**src/hdl/assert_macros.svh**
```systemverilog
// Assertion helpers shared by the RTL; each expects clk and rst_n in scope.
`ifndef ASSERT_MACROS_SVH
`define ASSERT_MACROS_SVH

// Property must hold at every clock edge outside reset.
`define VCWH_ASSERT(label, prop, msg) \
  label: assert property (@(posedge clk) disable iff (!rst_n) prop) else $error(msg);

// Condition must never be true at a clock edge outside reset.
`define VCWH_NEVER(label, cond, msg) \
  label: assert property (@(posedge clk) disable iff (!rst_n) !(cond)) else $error(msg);

`endif

```
**src/hdl/vcwh_pkg.sv**
```systemverilog
`default_nettype none

package vcwh_pkg;

  localparam int FRAC_BITS = 8;

  // Field widths
  localparam int VEL_W = 20;
  localparam int POS_W = 24;
  localparam int RAD_W = 16;
  localparam int CFG_W = 16;

  // Configuration registers
  localparam int NUM_CFG   = 2;
  localparam int CFG_IDX_W = (NUM_CFG > 1) ? $clog2(NUM_CFG) : 1;
  localparam logic [CFG_IDX_W-1:0] CFG_AGENT_RADIUS = CFG_IDX_W'(0);
  localparam logic [CFG_IDX_W-1:0] CFG_TIME_HORIZON = CFG_IDX_W'(1);
  localparam logic [CFG_W-1:0]     HORIZON_RST      = CFG_W'(256);

  // Shared multiplier: 32x32 partial products into a 128-bit accumulator
  localparam int HALF_W = 32;
  localparam int OP_W   = 2 * HALF_W;
  localparam int ACC_W  = 4 * HALF_W;

  // Magnitude widths of the intermediates
  localparam int PMAG_W = POS_W + 1;
  localparam int VMAG_W = VEL_W + 1;
  localparam int RSUM_W = RAD_W + 1;
  localparam int PV_W   = PMAG_W + VMAG_W;
  localparam int VV_W   = 2 * VMAG_W + 1;
  localparam int C_W    = 2 * PMAG_W + 1;
  localparam int A_W    = VV_W + CFG_W;

  // Product terms, issued in this order
  typedef enum logic [3:0] {
    T_PV0,
    T_PV1,
    T_VV0,
    T_VV1,
    T_C0,
    T_C1,
    T_C2,
    T_A0,
    T_A1,
    T_E0,
    T_E1,
    T_E2
  } term_t;

  typedef struct packed {
    logic en;
    logic clr;
    logic xi;
    logic yi;
  } mac_ctrl_t;

  typedef struct packed {
    logic  idle;
    logic  fin;
    logic  cap_vld;
    term_t cap_term;
    term_t term;
  } seq_stat_t;

endpackage

`default_nettype wire

```
**src/hdl/vcwh_in_if.sv**
```systemverilog
`default_nettype none

interface vcwh_in_if;
  import vcwh_pkg::*;

  logic                    valid;
  logic                    ready;
  logic signed [VEL_W-1:0] cand_vel_x;
  logic signed [VEL_W-1:0] cand_vel_y;
  logic signed [POS_W-1:0] actor_x;
  logic signed [POS_W-1:0] actor_y;
  logic signed [POS_W-1:0] nb_pos_x;
  logic signed [POS_W-1:0] nb_pos_y;
  logic signed [VEL_W-1:0] nb_vel_x;
  logic signed [VEL_W-1:0] nb_vel_y;
  logic        [RAD_W-1:0] neighbour_radius;
  logic                    last_neighbour;

  modport source (
    output valid, cand_vel_x, cand_vel_y, actor_x, actor_y, nb_pos_x, nb_pos_y,
           nb_vel_x, nb_vel_y, neighbour_radius, last_neighbour,
    input  ready
  );

  modport sink (
    input  valid, cand_vel_x, cand_vel_y, actor_x, actor_y, nb_pos_x, nb_pos_y,
           nb_vel_x, nb_vel_y, neighbour_radius, last_neighbour,
    output ready
  );

endinterface

`default_nettype wire

```
**src/hdl/vcwh_out_if.sv**
```systemverilog
`default_nettype none

interface vcwh_out_if;

  logic valid;
  logic ready;
  logic forbidden;

  modport source (output valid, forbidden, input ready);
  modport sink (input valid, forbidden, output ready);

endinterface

`default_nettype wire

```
**src/hdl/velocity_collision_within_horizon_core.sv**
```systemverilog
// Collision test of one candidate velocity against a list of neighbours.
// in_if carries one neighbour per beat: candidate velocity, own position,
// neighbour position, velocity and radius, and last_neighbour on the final
// beat of a list. out_if carries one beat per list, forbidden = 1 when any
// neighbour of that list collides within the time horizon.
// cfg_we/cfg_idx/cfg_data write agent_radius (index 0) and time_horizon
// (index 1); write them only while no neighbour is in flight.
// Each neighbour is issued term by term on the shared 32x32 multiplier
// and its 128-bit accumulator (12 product terms split into partial
// products), then drains that pipeline and returns to idle through its
// finish step. in_if.ready is high only while idle. The verdict is
// registered onto out_if as the finish step of the last beat completes.
// The output register lets the next list start while a verdict waits; a
// verdict that cannot be loaded because the previous one is still untaken
// holds the block in its finish step until out_if.ready.
// Reset clears the pending verdict and the running hit flag, sets
// agent_radius to 0 and time_horizon to 1.0 s.
`default_nettype none
`include "assert_macros.svh"

module velocity_collision_within_horizon_core (
  input  logic                           clk,
  input  logic                           rst_n,
  vcwh_in_if.sink                        in_if,
  vcwh_out_if.source                     out_if,
  input  logic                           cfg_we,
  input  logic [vcwh_pkg::CFG_IDX_W-1:0] cfg_idx,
  input  logic [vcwh_pkg::CFG_W-1:0]     cfg_data
);
  import vcwh_pkg::*;

  localparam logic [OP_W-1:0] SCALE = OP_W'(1) << FRAC_BITS;

  mac_ctrl_t mac_ctrl;
  seq_stat_t stat;

  logic [CFG_W-1:0] agent_radius_r;
  logic [CFG_W-1:0] time_horizon_r;

  logic in_fire;
  logic fin_ok;
  logic fin_go;

  // Relative quantities of the incoming beat
  logic signed [PMAG_W-1:0] px_s;
  logic signed [PMAG_W-1:0] py_s;
  logic signed [VMAG_W-1:0] vx_s;
  logic signed [VMAG_W-1:0] vy_s;

  logic [PMAG_W-1:0] px_mag_r;
  logic [PMAG_W-1:0] py_mag_r;
  logic [VMAG_W-1:0] vx_mag_r;
  logic [VMAG_W-1:0] vy_mag_r;
  logic              pv0_neg_r;
  logic              pv1_neg_r;
  logic [RSUM_W-1:0] rsum_r;
  logic              last_r;

  // Captured sums
  logic              pv_pos_r;
  logic [PV_W-1:0]   pv_mag_r;
  logic              vv_nz_r;
  logic [VV_W-1:0]   vv_r;
  logic              c_neg_r;
  logic              c_pos_r;
  logic [C_W-1:0]    c_mag_r;
  logic              a_le0_r;
  logic [A_W-1:0]    a_mag_r;
  logic              sd_neg_r;

  logic [OP_W-1:0]   x_op;
  logic [OP_W-1:0]   y_op;
  logic              op_neg;
  logic [ACC_W-1:0]  acc;
  logic              acc_nz;
  logic              acc_neg;
  logic [C_W-1:0]    acc_c;
  logic [A_W-1:0]    acc_a;
  logic              hit;

  logic out_valid_r;
  logic forbidden_r;
  logic hit_seen_r;

  assign in_if.ready = stat.idle;
  assign in_fire     = in_if.valid && in_if.ready;

  assign px_s = PMAG_W'(in_if.nb_pos_x) - PMAG_W'(in_if.actor_x);
  assign py_s = PMAG_W'(in_if.nb_pos_y) - PMAG_W'(in_if.actor_y);
  assign vx_s = VMAG_W'(in_if.cand_vel_x) - VMAG_W'(in_if.nb_vel_x);
  assign vy_s = VMAG_W'(in_if.cand_vel_y) - VMAG_W'(in_if.nb_vel_y);

  always_ff @(posedge clk) begin
    if (in_fire) begin
      px_mag_r  <= px_s[PMAG_W-1] ? $unsigned(-px_s) : $unsigned(px_s);
      py_mag_r  <= py_s[PMAG_W-1] ? $unsigned(-py_s) : $unsigned(py_s);
      vx_mag_r  <= vx_s[VMAG_W-1] ? $unsigned(-vx_s) : $unsigned(vx_s);
      vy_mag_r  <= vy_s[VMAG_W-1] ? $unsigned(-vy_s) : $unsigned(vy_s);
      pv0_neg_r <= px_s[PMAG_W-1] ^ vx_s[VMAG_W-1];
      pv1_neg_r <= py_s[PMAG_W-1] ^ vy_s[VMAG_W-1];
      rsum_r    <= RSUM_W'(agent_radius_r) + RSUM_W'(in_if.neighbour_radius);
      last_r    <= in_if.last_neighbour;
    end
  end

  // Operands per term. The A and E terms work on |PV|; a non-positive PV
  // is rejected at the end anyway.
  always_comb begin
    x_op   = '0;
    y_op   = '0;
    op_neg = 1'b0;
    unique case (stat.term)
      T_PV0: begin
        x_op   = OP_W'(px_mag_r);
        y_op   = OP_W'(vx_mag_r);
        op_neg = pv0_neg_r;
      end
      T_PV1: begin
        x_op   = OP_W'(py_mag_r);
        y_op   = OP_W'(vy_mag_r);
        op_neg = pv1_neg_r;
      end
      T_VV0: begin
        x_op = OP_W'(vx_mag_r);
        y_op = OP_W'(vx_mag_r);
      end
      T_VV1: begin
        x_op = OP_W'(vy_mag_r);
        y_op = OP_W'(vy_mag_r);
      end
      T_C0: begin
        x_op = OP_W'(px_mag_r);
        y_op = OP_W'(px_mag_r);
      end
      T_C1: begin
        x_op = OP_W'(py_mag_r);
        y_op = OP_W'(py_mag_r);
      end
      T_C2: begin
        x_op   = OP_W'(rsum_r);
        y_op   = OP_W'(rsum_r);
        op_neg = 1'b1;
      end
      T_A0: begin
        x_op = OP_W'(pv_mag_r);
        y_op = SCALE;
      end
      T_A1: begin
        x_op   = OP_W'(vv_r);
        y_op   = OP_W'(time_horizon_r);
        op_neg = 1'b1;
      end
      T_E0: begin
        // s^2*VV*C, sign from C
        x_op   = OP_W'(vv_r) << (2 * FRAC_BITS);
        y_op   = OP_W'(c_mag_r);
        op_neg = c_neg_r;
      end
      T_E1: begin
        x_op   = OP_W'(pv_mag_r) << FRAC_BITS;
        y_op   = OP_W'(pv_mag_r) << FRAC_BITS;
        op_neg = 1'b1;
      end
      T_E2: begin
        x_op = OP_W'(a_mag_r);
        y_op = OP_W'(a_mag_r);
      end
      default: begin
        x_op   = '0;
        y_op   = '0;
        op_neg = 1'b0;
      end
    endcase
  end

  vcwh_seq u_seq (
    .clk    (clk),
    .rst_n  (rst_n),
    .start  (in_fire),
    .fin_ok (fin_ok),
    .ctrl   (mac_ctrl),
    .stat   (stat)
  );

  vcwh_mac u_mac (
    .clk   (clk),
    .rst_n (rst_n),
    .ctrl  (mac_ctrl),
    .neg   (op_neg),
    .x_op  (x_op),
    .y_op  (y_op),
    .acc   (acc)
  );

  assign acc_nz  = |acc;
  assign acc_neg = acc[ACC_W-1];
  assign acc_c   = acc[C_W-1:0];
  assign acc_a   = acc[A_W-1:0];

  // Latch each finished sum as it leaves the accumulator
  always_ff @(posedge clk) begin
    if (stat.cap_vld) begin
      unique case (stat.cap_term)
        T_PV1: begin
          pv_pos_r <= !acc_neg && acc_nz;
          pv_mag_r <= acc[PV_W-1:0];
        end
        T_VV1: begin
          vv_r    <= acc[VV_W-1:0];
          vv_nz_r <= |acc[VV_W-1:0];
        end
        T_C2: begin
          c_neg_r <= acc_neg;
          c_pos_r <= !acc_neg && acc_nz;
          c_mag_r <= acc_neg ? -acc_c : acc_c;
        end
        T_A1: begin
          a_le0_r <= acc_neg || !acc_nz;
          a_mag_r <= acc_neg ? -acc_a : acc_a;
        end
        T_E1: begin
          // acc holds -s^2*d here
          sd_neg_r <= !acc_neg && acc_nz;
        end
        default: begin
        end
      endcase
    end
  end

  // At finish acc holds A^2 - s^2*d
  assign hit = pv_pos_r && vv_nz_r && !sd_neg_r &&
               (c_pos_r ? (a_le0_r || acc_neg || !acc_nz) : (a_le0_r && !acc_neg));

  assign fin_ok = !last_r || !out_valid_r || out_if.ready;
  assign fin_go = stat.fin && fin_ok;

  always_ff @(posedge clk) begin
    if (!rst_n) begin
      out_valid_r    <= 1'b0;
      hit_seen_r     <= 1'b0;
      agent_radius_r <= '0;
      time_horizon_r <= HORIZON_RST;
    end else begin
      if (cfg_we) begin
        unique case (cfg_idx)
          CFG_AGENT_RADIUS: agent_radius_r <= cfg_data;
          CFG_TIME_HORIZON: time_horizon_r <= cfg_data;
          default: begin
          end
        endcase
      end
      if (out_if.ready) begin
        out_valid_r <= 1'b0;
      end
      if (fin_go) begin
        if (last_r) begin
          out_valid_r <= 1'b1;
          hit_seen_r  <= 1'b0;
        end else begin
          hit_seen_r <= hit_seen_r || hit;
        end
      end
    end
  end

  always_ff @(posedge clk) begin
    if (fin_go && last_r) begin
      forbidden_r <= hit_seen_r || hit;
    end
  end

  assign out_if.valid     = out_valid_r;
  assign out_if.forbidden = forbidden_r;

  `VCWH_ASSERT(a_result_from_fin, $rose(out_valid_r) |-> $past(fin_go && last_r), "verdict raised outside a list end")
  `VCWH_ASSERT(a_list_clears_flag, (fin_go && last_r) |=> !hit_seen_r, "hit flag survived end of list")
  `VCWH_ASSERT(a_busy_after_beat, in_fire |=> !stat.idle && (stat.term == T_PV0), "sequencer did not start on beat")
  `VCWH_NEVER(a_fin_not_from_idle, stat.fin && $past(stat.idle), "finish step entered straight from idle")

endmodule

`default_nettype wire

```
**src/hdl/vcwh_mac.sv**
```systemverilog
`default_nettype none

module vcwh_mac (
  input  logic                      clk,
  input  logic                      rst_n,
  input  vcwh_pkg::mac_ctrl_t       ctrl,
  input  logic                      neg,
  input  logic [vcwh_pkg::OP_W-1:0] x_op,
  input  logic [vcwh_pkg::OP_W-1:0] y_op,
  output logic [vcwh_pkg::ACC_W-1:0] acc
);
  import vcwh_pkg::*;

  logic [HALF_W-1:0] x_half;
  logic [HALF_W-1:0] y_half;
  logic [OP_W-1:0]   prod_r;
  logic              en_r;
  logic              clr_r;
  logic              neg_r;
  logic [1:0]        sh_r;
  logic [ACC_W-1:0]  pp_ext;
  logic [ACC_W-1:0]  base;
  logic [ACC_W-1:0]  acc_r;
  logic [ACC_W-1:0]  acc_nxt;

  assign x_half = ctrl.xi ? x_op[OP_W-1:HALF_W] : x_op[HALF_W-1:0];
  assign y_half = ctrl.yi ? y_op[OP_W-1:HALF_W] : y_op[HALF_W-1:0];

  always_ff @(posedge clk) begin
    if (!rst_n) begin
      en_r <= 1'b0;
    end else begin
      en_r <= ctrl.en;
    end
  end

  // Product stage, then accumulate stage
  always_ff @(posedge clk) begin
    prod_r <= OP_W'(x_half) * OP_W'(y_half);
    clr_r  <= ctrl.clr;
    neg_r  <= neg;
    sh_r   <= {ctrl.xi & ctrl.yi, ctrl.xi ^ ctrl.yi};
    if (en_r) begin
      acc_r <= acc_nxt;
    end
  end

  always_comb begin
    unique case (sh_r)
      2'd0:    pp_ext = ACC_W'(prod_r);
      2'd1:    pp_ext = ACC_W'(prod_r) << HALF_W;
      2'd2:    pp_ext = ACC_W'(prod_r) << (2 * HALF_W);
      default: pp_ext = '0;
    endcase
    base    = clr_r ? '0 : acc_r;
    acc_nxt = neg_r ? (base - pp_ext) : (base + pp_ext);
  end

  assign acc = acc_r;

endmodule

`default_nettype wire

```
**src/hdl/vcwh_seq.sv**
```systemverilog
`default_nettype none
`include "assert_macros.svh"

module vcwh_seq (
  input  logic                clk,
  input  logic                rst_n,
  input  logic                start,
  input  logic                fin_ok,
  output vcwh_pkg::mac_ctrl_t ctrl,
  output vcwh_pkg::seq_stat_t stat
);
  import vcwh_pkg::*;

  typedef enum logic [1:0] {
    S_IDLE,
    S_RUN,
    S_DRAIN,
    S_FIN
  } state_t;

  state_t state_r;
  term_t  term_r;
  logic   xi_r;
  logic   yi_r;
  logic   cap1_vld_r;
  term_t  cap1_term_r;
  logic   cap2_vld_r;
  term_t  cap2_term_r;
  logic   xw;
  logic   yw;
  logic   pp_last;

  // Upper operand half needed
  function automatic logic x_wide(input term_t t);
    logic w;
    case (t)
      T_A0, T_A1, T_E0, T_E1, T_E2: w = 1'b1;
      default:                      w = 1'b0;
    endcase
    return w;
  endfunction

  function automatic logic y_wide(input term_t t);
    logic w;
    case (t)
      T_E0, T_E1, T_E2: w = 1'b1;
      default:          w = 1'b0;
    endcase
    return w;
  endfunction

  // Terms that open a new sum
  function automatic logic clr_first(input term_t t);
    logic c;
    case (t)
      T_PV0, T_VV0, T_C0, T_A0, T_E0: c = 1'b1;
      default:                        c = 1'b0;
    endcase
    return c;
  endfunction

  assign xw      = x_wide(term_r);
  assign yw      = y_wide(term_r);
  assign pp_last = (xi_r == xw) && (yi_r == yw);

  assign ctrl.en  = (state_r == S_RUN);
  assign ctrl.clr = (state_r == S_RUN) && !xi_r && !yi_r && clr_first(term_r);
  assign ctrl.xi  = xi_r;
  assign ctrl.yi  = yi_r;

  always_ff @(posedge clk) begin
    if (!rst_n) begin
      state_r    <= S_IDLE;
      term_r     <= T_PV0;
      xi_r       <= 1'b0;
      yi_r       <= 1'b0;
      cap1_vld_r <= 1'b0;
      cap2_vld_r <= 1'b0;
    end else begin
      // Track each finished term down the two multiplier stages
      cap1_vld_r  <= ctrl.en && pp_last;
      cap1_term_r <= term_r;
      cap2_vld_r  <= cap1_vld_r;
      cap2_term_r <= cap1_term_r;
      unique case (state_r)
        S_IDLE: begin
          if (start) begin
            state_r <= S_RUN;
            term_r  <= T_PV0;
            xi_r    <= 1'b0;
            yi_r    <= 1'b0;
          end
        end
        S_RUN: begin
          if (pp_last) begin
            xi_r <= 1'b0;
            yi_r <= 1'b0;
            if (term_r == T_E2) begin
              state_r <= S_DRAIN;
            end else begin
              term_r <= term_t'(term_r + 4'd1);
            end
          end else if (yi_r != yw) begin
            yi_r <= 1'b1;
          end else begin
            yi_r <= 1'b0;
            xi_r <= 1'b1;
          end
        end
        S_DRAIN: begin
          state_r <= S_FIN;
        end
        S_FIN: begin
          if (fin_ok) begin
            state_r <= S_IDLE;
          end
        end
        default: begin
          state_r <= S_IDLE;
        end
      endcase
    end
  end

  assign stat.idle     = (state_r == S_IDLE);
  assign stat.fin      = (state_r == S_FIN);
  assign stat.cap_vld  = cap2_vld_r;
  assign stat.cap_term = cap2_term_r;
  assign stat.term     = term_r;

  `VCWH_ASSERT(a_fin_meets_last_sum, (state_r == S_DRAIN) |=> (state_r == S_FIN) && cap2_vld_r && (cap2_term_r == T_E2), "final sum not aligned with finish")

endmodule

`default_nettype wire
```
**src/flat_wrapper.sv**
```systemverilog
// flat-port wrapper written by rule: the top's interface ports become plain ports
module velocity_collision_within_horizon_core_flat import vcwh_pkg::*;
  (clk, rst_n, cfg_we, cfg_idx, cfg_data, in_if_valid, in_if_cand_vel_x, in_if_cand_vel_y, in_if_actor_x, in_if_actor_y, in_if_nb_pos_x, in_if_nb_pos_y, in_if_nb_vel_x, in_if_nb_vel_y, in_if_neighbour_radius, in_if_last_neighbour, in_if_ready, out_if_valid, out_if_forbidden, out_if_ready);
  vcwh_in_if in_if_i ();
  vcwh_out_if out_if_i ();
  input  logic clk;
  input  logic rst_n;
  input  logic cfg_we;
  input  logic [vcwh_pkg::CFG_IDX_W-1:0] cfg_idx;
  input  logic [vcwh_pkg::CFG_W-1:0] cfg_data;
  input wire logic [$bits(in_if_i.valid)-1:0] in_if_valid;
  input wire logic [$bits(in_if_i.cand_vel_x)-1:0] in_if_cand_vel_x;
  input wire logic [$bits(in_if_i.cand_vel_y)-1:0] in_if_cand_vel_y;
  input wire logic [$bits(in_if_i.actor_x)-1:0] in_if_actor_x;
  input wire logic [$bits(in_if_i.actor_y)-1:0] in_if_actor_y;
  input wire logic [$bits(in_if_i.nb_pos_x)-1:0] in_if_nb_pos_x;
  input wire logic [$bits(in_if_i.nb_pos_y)-1:0] in_if_nb_pos_y;
  input wire logic [$bits(in_if_i.nb_vel_x)-1:0] in_if_nb_vel_x;
  input wire logic [$bits(in_if_i.nb_vel_y)-1:0] in_if_nb_vel_y;
  input wire logic [$bits(in_if_i.neighbour_radius)-1:0] in_if_neighbour_radius;
  input wire logic [$bits(in_if_i.last_neighbour)-1:0] in_if_last_neighbour;
  output wire logic [$bits(in_if_i.ready)-1:0] in_if_ready;
  output wire logic [$bits(out_if_i.valid)-1:0] out_if_valid;
  output wire logic [$bits(out_if_i.forbidden)-1:0] out_if_forbidden;
  input wire logic [$bits(out_if_i.ready)-1:0] out_if_ready;
  assign in_if_i.valid = in_if_valid;
  assign in_if_i.cand_vel_x = in_if_cand_vel_x;
  assign in_if_i.cand_vel_y = in_if_cand_vel_y;
  assign in_if_i.actor_x = in_if_actor_x;
  assign in_if_i.actor_y = in_if_actor_y;
  assign in_if_i.nb_pos_x = in_if_nb_pos_x;
  assign in_if_i.nb_pos_y = in_if_nb_pos_y;
  assign in_if_i.nb_vel_x = in_if_nb_vel_x;
  assign in_if_i.nb_vel_y = in_if_nb_vel_y;
  assign in_if_i.neighbour_radius = in_if_neighbour_radius;
  assign in_if_i.last_neighbour = in_if_last_neighbour;
  assign in_if_ready = in_if_i.ready;
  assign out_if_valid = out_if_i.valid;
  assign out_if_forbidden = out_if_i.forbidden;
  assign out_if_i.ready = out_if_ready;
  velocity_collision_within_horizon_core u_core (.clk(clk), .rst_n(rst_n), .in_if(in_if_i), .out_if(out_if_i), .cfg_we(cfg_we), .cfg_idx(cfg_idx), .cfg_data(cfg_data));
endmodule
```
**config.mk**
```make
export PLATFORM = sky130hd
export DESIGN_NAME = velocity_collision_within_horizon_core_flat
export DESIGN_NICKNAME = d
export VERILOG_FILES = /design/src/hdl/vcwh_pkg.sv /design/src/hdl/vcwh_in_if.sv /design/src/hdl/vcwh_out_if.sv /design/src/hdl/velocity_collision_within_horizon_core.sv /design/src/hdl/vcwh_mac.sv /design/src/hdl/vcwh_seq.sv /design/src/flat_wrapper.sv
export VERILOG_INCLUDE_DIRS = /design/src /design/src/hdl
export SDC_FILE = /design/constraint.sdc
export NUM_CORES = 2
export LEC_CHECK = 0
export BUFFER_PORTS_ARGS = -buffer_cell sky130_fd_sc_hd__clkbuf_2
export CORE_MARGIN = 4
export CORE_UTILIZATION = 50
export CTS_CLUSTER_SIZE = 12
export DETAILED_ROUTE_END_ITERATION = 12
export PLACE_DENSITY = 0.76
export SLEW_MARGIN = 20
export SYNTH_ARGS = -nofsm -noshare
export SYNTH_HDL_FRONTEND = slang
export SYNTH_SLANG_ARGS = --single-unit
```
**constraint.sdc**
```tcl
create_clock -name clk -period 15 [get_ports clk]
set_input_delay 1.5 -clock clk [delete_from_list [all_inputs] [get_ports clk]]
set_output_delay 1.5 -clock clk [all_outputs]
set_load 0.01 [all_outputs]
```
==> run summary <==
status: completed
Final Hold Fails: 0
slew at the pin closest to its max-slew limit: 1.22 ns
vias in the first global route: 66600
Seq/Total Area, Yosys: 21.1%
DRT antenna net count: 0
CORE AREA: 150000 µm²
most used cell, CP: fa_1
crit start category: register
Clock Latency Late Sink: 0.68 ns
Fillers: 13600
Setup TNS: 0 ns
Area growth syn-to-layout: 7.68%
max-cap viol count: 0
Inserted Clock Buffers: 70
RSZ-0062 raised after global routing: false
Tmin final: 11.77 ns
routability-driven placement congestion ratio: 1.04
Pre-antenna DRT Iters: 10
pin count of the biggest net entering global routing: 87
crit end category: register
syn avg cell area: 8.64 µm²
iteration-0 DRC count of the detailed router: 8666
syn_nets: 10300
Crit path largest cell delay: 0.93 ns
WP data required: 15.58 ns
Vias/cell: 6.23
Synth top area share: 24.0%
yosys warns: 0
Setup WS pre-CTS: 3.63 ns
most frequent cells in the layout: inv_1 (1228), nand2_1 (1066), nor2_1 (935)
# H-tree levels: 3
via count: 67200
Slew Viols, Final: 0
Fmax: 85.0 MHz
clock tree buffer depth: 3
type of the worst setup path: register to register
Resize count post-CTS: 0
Netlist cell types: 91
ys async rst share: 0%
setup violators final: 0
Largest delay share family, worst path: adder cells
multi-input logic area: 53700 µm²
Nets: 10300
Crit Path Max Fanout: 62
global-route wire length before repair: 424000 µm
commonest non-fill, non-tap cell in the layout: inv_1
die area: 157000 µm²
Rel. slew slack: 18.5%
root buffer cell: clkbuf_16
DR WL/cell: 26.5 µm
CP arrival: 12.35 ns
skew final: 0.0449 ns
Port Buffers: 217
slowest CP cell: o21a_1
Post-synth EDFFs: 454
Seq cells post-synth: 567
Synth area leader: fa_1
fraction of layout cells with a size suffix above 1: 6.54%
I/O Pins: 218
Overall Global Routing Usage: 36.0%
main area contributors after synthesis: fa_1 (24%), edfxtp_1 (18%), ha_1 (8.4%)
part of the cycle the worst path needs: 78.5%
HP Class: register to register
CTS tree: yes
Most used DFF post-synth: edfxtp_1
DRC Markers: 0
clock-pin slew on the worst setup and hold paths: 0.06 ns
final worst setup slack: 3.23 ns
die width: 396 µm
Setup Buffers After CTS: 0
Buf/Inv on CP: 8
clock sink count: 567
DP HPWL: 223000 µm
num rows: 142
Initial Util: 50.3%
Die H: 396 µm
initial antenna violation count: 17
total grt overflow: 0
CTS Hold Bufs: 0
synthesized instance count: 8723
total wire length: 286000 µm
mapped cell area: 75400 µm²
Reg area: 15900 µm²
synthesized netlist by cell type, drive strengths merged, types with 16 or more instances:
cell and n:
and3 50, nor3b 18, a31oi 76, nand2 1066, o311ai 17, o41ai 18, inv 1229, a2111oi 16
xor2 159, buf 37, ha 509, edfxtp 454, dfxtp 113, and2 59, a211oi 38, mux2i 39
nand2b 51, or2 17, o21a 56, a21oi 443, clkbuf 391, xnor2 321, nand3 115, o22ai 17
a21boi 50, a21o 144, nor3 130, nand4 87, nor2 936, a22o 49, nor4 51, a22oi 134
nor2b 178, o211ai 32, o31a 29, o31ai 69, o21ai 267, fa 902, or3 38, o21bai 71
a221oi 40
metrics by stage:
| stage | instance area, µm² | utilization (%) | std cells | hold WS [ns] |
|---|---|---|---|---|
| floorplan | 75400 | - | 8723 | 0.400 |
| global route | 81200 | 54.2 | 10800 | 0.431 |
| CTS | 81200 | 54.2 | 10800 | 0.419 |
| detailed placement | 78900 | 52.7 | 10700 | 0.405 |
| global placement | 78900 | 52.6 | 10700 | 0.400 |
| finish | 81200 | 54.2 | 10800 | 0.419 |
worst reg2reg max path: cells and delay by family (launching register included):
kind | cells | cell delay [ns]
compound gates | 9 | 3.51
fa+ha+maj | 9 | 4.54
buf+inv | 8 | 1.56
flops | 1 | 0.50
simple gates | 8 | 1.61
flip-flops by register name, summed over array words and instances (netlist names), 17 cells and up:
signal,count
u_core.vy_mag_r,21
u_core.u_mac.prod_r,64
u_core.a_mag_r,59
u_core.pv_mag_r,46
u_core.u_mac.acc,128
u_core.vv_r,43
u_core.c_mag_r,51
u_core.rsum_r,17
u_core.py_mag_r,25
u_core.vx_mag_r,21
u_core.px_mag_r,25
logic make-up (layout without fill, tap and decap cells):
group / Yosys count / in the layout / share of synthesized area, %
AND/OR/NAND/NOR: 2857 / 2857 / 16.9
AO/OA/AOI/OAI: 1705 / 1705 / 15.1
buffers and inverters: 1659 / 1707 / 8.27
adder cells (fa/ha/maj): 1411 / 1411 / 32.4
flip-flops: 567 / 567 / 21.1
XOR/XNOR: 480 / 480 / 5.58
multiplexers: 44 / 44 / 0.593
other: 0 / 8 / 0
path summary, 6_finish.rpt:
path / startpoint / endpoint / slack (ns) / cells past startpoint
max: u_core.u_seq.term_r[3] / u_core.u_mac.prod_r[63] / 3.23 / 34
min: u_core.u_seq.cap1_term_r[3] / u_core.u_seq.cap2_term_r[3] / 0.42 / 0
max reg2reg: u_core.u_seq.term_r[3] / u_core.u_mac.prod_r[63] / 3.23 / 34
min reg2reg: u_core.u_seq.cap1_term_r[3] / u_core.u_seq.cap2_term_r[3] / 0.42 / 0
routing by layer:
layer	GRT usage [%]	vias up	routed length [µm]
li1	-	29100	-
met1	47.8	33000	109000
met2	52.9	4187	120000
met3	13.0	872	40700
met4	16.1	16	16100
met5	0	-	299
cell type report:
class	instances	area share, %
sequential	567	19.6
inverter	1231	5.70
tap	2016	3.11
clock inverter	38	0.502
multi-input combinational	6497	66.2
antenna	8	0.0247
timing repair buffer	349	2.56
clock buffer	89	2.32
Power is not shown: default switching activity piles up to over one toggle a cycle in this logic, so the estimate is an artifact.
